$ cat config.mk
export PLATFORM = sky130hd
export DESIGN_NAME = mms_core
export DESIGN_NICKNAME = d
export VERILOG_FILES = /design/src/rtl/core/mms_pkg.sv /design/src/rtl/core/mms_core.sv
export SDC_FILE = /design/constraint.sdc
export NUM_CORES = 1
export LEC_CHECK = 0
export BUFFER_PORTS_ARGS = -buffer_cell sky130_fd_sc_hd__buf_4
export CORE_MARGIN = 1.5
export CORE_UTILIZATION = 40
export CTS_BUF_LIST = sky130_fd_sc_hd__clkbuf_8
export CTS_CLUSTER_SIZE = 28
export DETAILED_ROUTE_END_ITERATION = 6
export GPL_TIMING_DRIVEN = 0
export SYNTH_ARGS = -nofsm -noshare
export SYNTH_HDL_FRONTEND = slang
export SYNTH_SLANG_ARGS = --single-unit
$ cat constraint.sdc
create_clock -name clk -period 5.35 [get_ports clk]
set_clock_uncertainty 0.15 [all_clocks]
set_input_delay 0.2675 -clock clk [delete_from_list [all_inputs] [get_ports clk]]
set_output_delay 0.2675 -clock clk [all_outputs]
set_load 0.005 [all_outputs]
$ cat src/rtl/core/mms_pkg.sv
// Package for the min/max stack: depth, widths, operation codes and the
// layout of one stored slot. No dependencies.
package mms_pkg;

    localparam int STACK_DEPTH = 1024;
    localparam int ADDR_W      = $clog2(STACK_DEPTH);
    localparam int CNT_W       = $clog2(STACK_DEPTH + 1);
    localparam int WORD_W      = 32;
    localparam int ANS_W       = WORD_W + 1;

    // Operation codes
    localparam logic [2:0] OP_PUSH = 3'd0;
    localparam logic [2:0] OP_POP  = 3'd1;
    localparam logic [2:0] OP_TOP  = 3'd2;
    localparam logic [2:0] OP_MAX  = 3'd3;
    localparam logic [2:0] OP_MIN  = 3'd4;
    localparam logic [2:0] OP_DIFF = 3'd5;

    // One stack level: the word and the running extremes down to the bottom
    typedef struct packed {
        logic signed [WORD_W-1:0] value;
        logic signed [WORD_W-1:0] run_max;
        logic signed [WORD_W-1:0] run_min;
    } mms_slot_t;

    localparam int SLOT_W = $bits(mms_slot_t);

    // Port of the slot memory as driven by the core
    typedef struct packed {
        logic              we;
        logic [ADDR_W-1:0] waddr;
        mms_slot_t         wdata;
        logic [ADDR_W-1:0] raddr;
    } mms_ram_req_t;

endpackage

$ cat src/rtl/core/mms_core.sv
// Stack control: fill count, cached top slot, push/pop/query handling.
// Depends on mms_pkg; drives the slot memory through mms_ram_req_t.
module mms_core
    import mms_pkg::*;
(
    input  logic                     clk,
    input  logic                     rst_n,
    input  logic                     start,
    input  logic [2:0]               op,
    input  logic signed [WORD_W-1:0] value,
    output mms_ram_req_t             ram_req,
    input  mms_slot_t                ram_rdata,
    output logic                     done,
    output logic signed [ANS_W-1:0]  answer,
    output logic                     was_empty
);

    logic [CNT_W-1:0]        count_reg, count_next;
    logic                    reload_reg, reload_next;
    mms_slot_t               cache_reg, cache_next;
    logic                    done_reg, done_next;
    logic signed [ANS_W-1:0] answer_reg, answer_next;
    logic                    empty_reg, empty_next;

    mms_slot_t               top_slot;
    mms_slot_t               push_slot;
    logic                    is_empty;
    logic                    is_full;
    logic [CNT_W-1:0]        below_idx;

    // Top slot: fresh memory data for one cycle after a pop that leaves a level, else the cache
    assign top_slot  = reload_reg ? ram_rdata : cache_reg;
    assign is_empty  = (count_reg == '0);
    assign is_full   = (count_reg == CNT_W'(STACK_DEPTH));
    assign below_idx = count_reg - CNT_W'(2);

    // Slot formed by a push
    always_comb
    begin
        push_slot.value   = value;
        push_slot.run_max = value;
        push_slot.run_min = value;
        if (!is_empty)
        begin
            if (top_slot.run_max > value)
            begin
                push_slot.run_max = top_slot.run_max;
            end
            if (top_slot.run_min < value)
            begin
                push_slot.run_min = top_slot.run_min;
            end
        end
    end

    // Request decode
    always_comb
    begin
        count_next    = count_reg;
        reload_next   = 1'b0;
        cache_next    = top_slot;
        done_next     = 1'b0;
        answer_next   = answer_reg;
        empty_next    = empty_reg;
        ram_req.we    = 1'b0;
        ram_req.waddr = count_reg[ADDR_W-1:0];
        ram_req.wdata = push_slot;
        ram_req.raddr = below_idx[ADDR_W-1:0];

        if (start)
        begin
            unique case (op)
                OP_PUSH:
                begin
                    if (!is_full)
                    begin
                        ram_req.we = 1'b1;
                        cache_next = push_slot;
                        count_next = count_reg + CNT_W'(1);
                    end
                end
                OP_POP:
                begin
                    if (!is_empty)
                    begin
                        count_next  = count_reg - CNT_W'(1);
                        // fetch the level below when one remains
                        reload_next = (count_reg > CNT_W'(1));
                    end
                end
                OP_TOP, OP_MAX, OP_MIN, OP_DIFF:
                begin
                    done_next  = 1'b1;
                    empty_next = is_empty;
                    if (is_empty)
                    begin
                        answer_next = '0;
                    end
                    else
                    begin
                        unique case (op)
                            OP_TOP:  answer_next = ANS_W'(top_slot.value);
                            OP_MAX:  answer_next = ANS_W'(top_slot.run_max);
                            OP_MIN:  answer_next = ANS_W'(top_slot.run_min);
                            default: answer_next = ANS_W'(top_slot.run_max)
                                                 - ANS_W'(top_slot.run_min);
                        endcase
                    end
                end
                default:
                begin
                    // unused codes: no effect
                end
            endcase
        end
    end

    // Control state
    always_ff @(posedge clk or negedge rst_n)
    begin
        if (!rst_n)
        begin
            count_reg  <= '0;
            reload_reg <= 1'b0;
            done_reg   <= 1'b0;
        end
        else
        begin
            count_reg  <= count_next;
            reload_reg <= reload_next;
            done_reg   <= done_next;
        end
    end

    // Payload
    always_ff @(posedge clk)
    begin
        cache_reg  <= cache_next;
        answer_reg <= answer_next;
        empty_reg  <= empty_next;
    end

    assign done      = done_reg;
    assign answer    = answer_reg;
    assign was_empty = empty_reg;

endmodule

**Yosys cells after proc, flatten, opt, wreduce, memory -nomap -nowiden**

Index checks and enable logic that the tools add are counted.

- Output and inout bits: 152
- Bits in registers: 143

- Reductions and logical operators: 6
- Mux-type cells: 19
- Equal/unequal tests: 8
- Add/sub/neg operators: 4
- $lt $le $gt $ge: 3

Operators by type and width:

| cell | number |
|---|---|
| $mux W96 | 4 |
| $pmux W33 S3 | 1 |
| $mux W32 | 2 |
| $mux W64 | 1 |
| $sub A32 B32 Y33 | 1 |
| $gt A32 B32 Y1 | 1 |
| $lt A32 B32 Y1 | 1 |
| $mux W11 | 2 |
| $pmux W11 S2 | 1 |
| $add A11 B1 Y11 const B | 1 |
| $eq A11 B11 Y1 const B | 1 |
| $gt A11 B1 Y1 const B | 1 |
| $logic_not A11 Y1 | 1 |
| $sub A11 B1 Y11 const B | 1 |
| $sub A10 B2 Y10 const B | 1 |
| $mux W1 | 8 |
| $eq A3 B2 Y1 const B | 2 |
| $eq A3 B3 Y1 const B | 2 |
| $ne A2 B2 Y1 const B | 2 |
| $reduce_and A4 Y1 | 1 |
| $reduce_or A4 Y1 | 1 |
| $eq A3 B1 Y1 const B | 1 |
| $logic_not A3 Y1 | 1 |
| $reduce_and A2 Y1 | 1 |
| $reduce_bool A2 Y1 | 1 |

**Logic depth before layout (Yosys ltp)**

- Depth after elaboration: 7
- Gate-level depth with buffers: 15
- Gate-level depth less buffers: 12

**Worst setup path before layout**

OpenSTA, ideal clock, no wires.

- Kind: flip-flop to flip-flop
- Start point: reg reload_reg
- End point: reg answer_reg[29] (netlist: answer[29]), data pin
- Slack: 1.230 ns
- Arrival: 3.699 ns
- Cell stages (with the launch flop): 16
- Path buffers: 4
- Data required time: 4.929 ns
- Library setup time: 0.271 ns
- Cell sequence: dfrtp_1 -> clkbuf_1 -> buf_4 -> buf_6 -> clkbuf_1 -> mux2_2 -> inv_1 -> ha_1 -> o21a_1 -> o31a_1 -> o22ai_1 -> o31a_1 -> o31a_1 -> o31a_1 -> a211oi_1 -> o22ai_1

- Longest elaborated chain between the ends: 3

Ends and longest elaborated chain:

| element | line | text |
|---|---|---|
| start: declaration | mms_core.sv:19 | `logic reload_reg, reload_next;` |
| start signal: assignment | mms_core.sv:130 | `reload_reg <= reload_next;` |
| $mux W96 * | mms_core.sv:32 | `assign top_slot = reload_reg ? ram_rdata : cache_reg;` |
| $sub A32 B32 Y33 | mms_core.sv:106 | `- ANS_W'(top_slot.run_min);` |
| $pmux W33 S3 * | mms_core.sv:101 | `unique case (op)` |
| end signal: assignment | mms_core.sv:139 | `answer_reg <= answer_next;` |
| end: declaration | mms_core.sv:22 | `logic signed [ANS_W-1:0] answer_reg, answer_next;` |

Every way passes the cells marked *; elsewhere a longest branch is shown, timed or not.
A chain may end at the register's enable or synchronous reset.

==> flow_summary.toml <==
[yosys]
synth_top_family_by_area = "multiplexers"
syn_area_sq_um = 11500
synth_area_leaders = "dfxtp_1, ha_1, edfxtp_1, mux2i_1, mux2_2"
synth_top_cell_by_area = "dfxtp_1"
synth_commonest_cells = "nor2_1, ha_1, a21oi_1, dfxtp_1, inv_1"
synth_xor_area_share_pct = 2.75
synth-edff-count = 34
yosysMostFrequentCell = "nor2_1"
synth_cell_types = 79
ys_seq_area_share_pct = 28.5
synthArstFlopShare_pct = 9.09
synth_flop_cell = "dfxtp_1"
synth_compound_area_share_pct = 19.1
netlist.area_leader.share_pct = 16.7
syn_area_per_cell_sq_um = 9.13
synth_simple_gate_area_share_pct = 10.8
ys_warn_count = 0
ys_ff_latch = 143
synthesis.nets = 1493
synth_adder_area_share_pct = 11.2
synthMuxAreaShare_pct = 19.4
syn_inst = 1257

[place]
dp_slack_ns = -1.04
dpl-instance-area_sq_um = 14100
port_buffers = 284
place_congestion = 0.942
place_hpwl_mm = 32.9

[cells_and_area]
final_core_util_pct = 54.1
stdcell_area_sq_um = 15100
largest_register_ff_count = 96
num-nets-final = 1859
syn_to_final_growth_pct = 31.9
fillerInstances = 2655
drive_gt1_share_pct = 29.8
multi_input_area_sq_um = 7280
seq_area_sq_um = 3270
diodes = 0

[sta]
period_needed_ns = 5.14
fin_crit_sh_pct = 96.0
relSlewSlack_pct = 11.9
finalWorstSetupSlack_ns = 0.213
maxSlewViolCount = 0
hold_violations = 0
worstMarginPinSlew_ns = 1.32
timing.hold.ws_ns = 0.0108
fmax_mhz = 195
finalSetupViolations = 0
rsz0062_at_grt = "no"

[drt]
drc = 0
avgViaCountPerCell = 5.63
drt_iter0_drc = 913
finalWirelength_mm = 44.2
first_pass_iters = 5
wl_per_cell_um = 22.0
ant_nets = 0
num_vias = 11342

[clock_tree]
clk_latency_ns = 0.48
cts_sinks = 143
root_buffer = "clkbuf_8"
cts.htree.levels = 4
cts_buffer_depth = 2
numCtsBuffers = 17
cts_tree = "done"
clk_pin_slew_ns = 0.10

[worst_setup_path]
critPathArrivalTime_ns = 4.72
crit_path_end_kind = "output port"
cp_max_fo = 10
worstSetupPathType = "register to output port"
r2r_slack_ns = 0.48
cp.required_ns = 4.93
critPathLaunchType = "register"

[power]
power_density_nw_per_um2 = 606
total_leakage_power_nw = 7.03
power_mw = 9.18
vdd_drop_max_mv = 0.246

[floorplanning]
initial_utilization_pct = 41.0
core-area_sq_um = 28000
die_w_um = 172
rows = 61
dieArea_sq_um = 29700
die_h_um = 172
ios = 286

[global_route]
track_usage_pct = 29.7
grt_pass1_wl_mm = 65.2
grt-ovfl-total = 0
antenna_found_initial = 0
grt_max_degree = 21
grt_pass1_vias = 10999

[run_status]
status = "completed"

[hold_path]
hold_class = "primary input to register"

[job]
cap_violations = 0
cells by family (layout without fill, tap and decap cells):
family | count (synthesis) | after routing
AOI/OAI and AO/OA | 325 | 325
and+or+nand+nor | 266 | 266
muxes | 196 | 196
buffers and inverters | 189 | 568
DFF | 143 | 143
adders and majority gates | 102 | 102
xor gates and xnor gates | 36 | 36
final timing paths:
kind,start,end,depth (start not counted)
max,reload_reg$_DFF_PN0_,ram_req[43],14
min,ram_rdata[74],cache_reg[74]$_DFF_P_,3
max reg2reg,reload_reg$_DFF_PN0_,answer[28]$_SDFFCE_PP0P_,14
min reg2reg,cache_reg[64]$_DFF_P_,cache_reg[64]$_DFF_P_,2
max in group asynchronous,rst_n,reload_reg$_DFF_PN0_,2
min in group asynchronous,rst_n,count_reg[4]$_DFFE_PN0P_,2
worst max-delay path, cell delays in order (launching register included):
cell	delay, ns
dfrtp_2	0.49
buf_6	0.25
buf_6	0.23
mux2_2	0.41
ha_1	0.29
nand4_1	0.20
nor2_1	0.16
o211ai_1	0.14
o22ai_1	0.15
a2111o_1	0.43
or3_4	0.40
a21oi_4	0.36
buf_8	0.24
mux2i_1	0.31
buf_4	0.17
layout make-up:
type,instances,share of cell area (%)
Multi-Input combinational cell,925,48.1
Sequential cell,143,21.6
Timing Repair Buffer,348,18.4
Buffer,107,4.44
Tap cell,378,3.12
Inverter,81,2.01
Clock buffer,17,1.55
Clock inverter,15,0.810
timing repair:
item                       in CTS  in global routing
gates cloned                    0                  0
setup endpoints to repair     105                 19
pin swaps                       0                  1
resized for setup              18                  1
hold buffers                   61                  0
hold endpoints to repair       90                  0
setup buffers                   0                  2
cells in the final DEF (no fill, tap or decap), drive strengths merged, types with 7 or more instances in the layout:
master and n:
a21oi 102, o221ai 8, xor2 25, a32oi 33, o211ai 9, ha 101, a21o 35, or3 8
o21ai 40, dfxtp 96, mux2i 73, nand3 18, nor2 109, xnor2 11, a31oi 10, nand4 17
inv 88, nand2b 15, nand2 56, nor3 15, a211oi 8, mux2 123, o21a 8, dlygate4sd3 61
edfxtp 34, clkbuf 64, nor2b 7, dfrtp 13, a22oi 11, buf 347, o22ai 21
metal layers:
layer  vias to the layer above  GRT usage (%)  routed length [um]  part of all wire [%]
met5                         -              0                   0                     0
met4                         0           8.17                 963                   2.2
met3                        63           4.44                3490                   7.9
met2                       560           48.4               20200                    46
met1                      5389           40.6               19600                    44
li1                       5330              -                   -                     -
where the power goes:
group          internal (mW)  leakage (nW)  switching, mW  total [mW]
logic                   3.04          5.55           3.53        6.57
registers               1.63          1.29          0.134        1.76
clock network          0.366         0.191          0.487       0.854
through the flow:
stage | setup TNS [ns] | instances
after global placement | -103.46 | 1919
after floorplan | 0 | 1257
after CTS | 0 | 2012
after global routing | 0 | 2014
after detailed placement | -50.68 | 1920
final | 0 | 2014
Note: power is estimated with default switching activity, not from simulation.
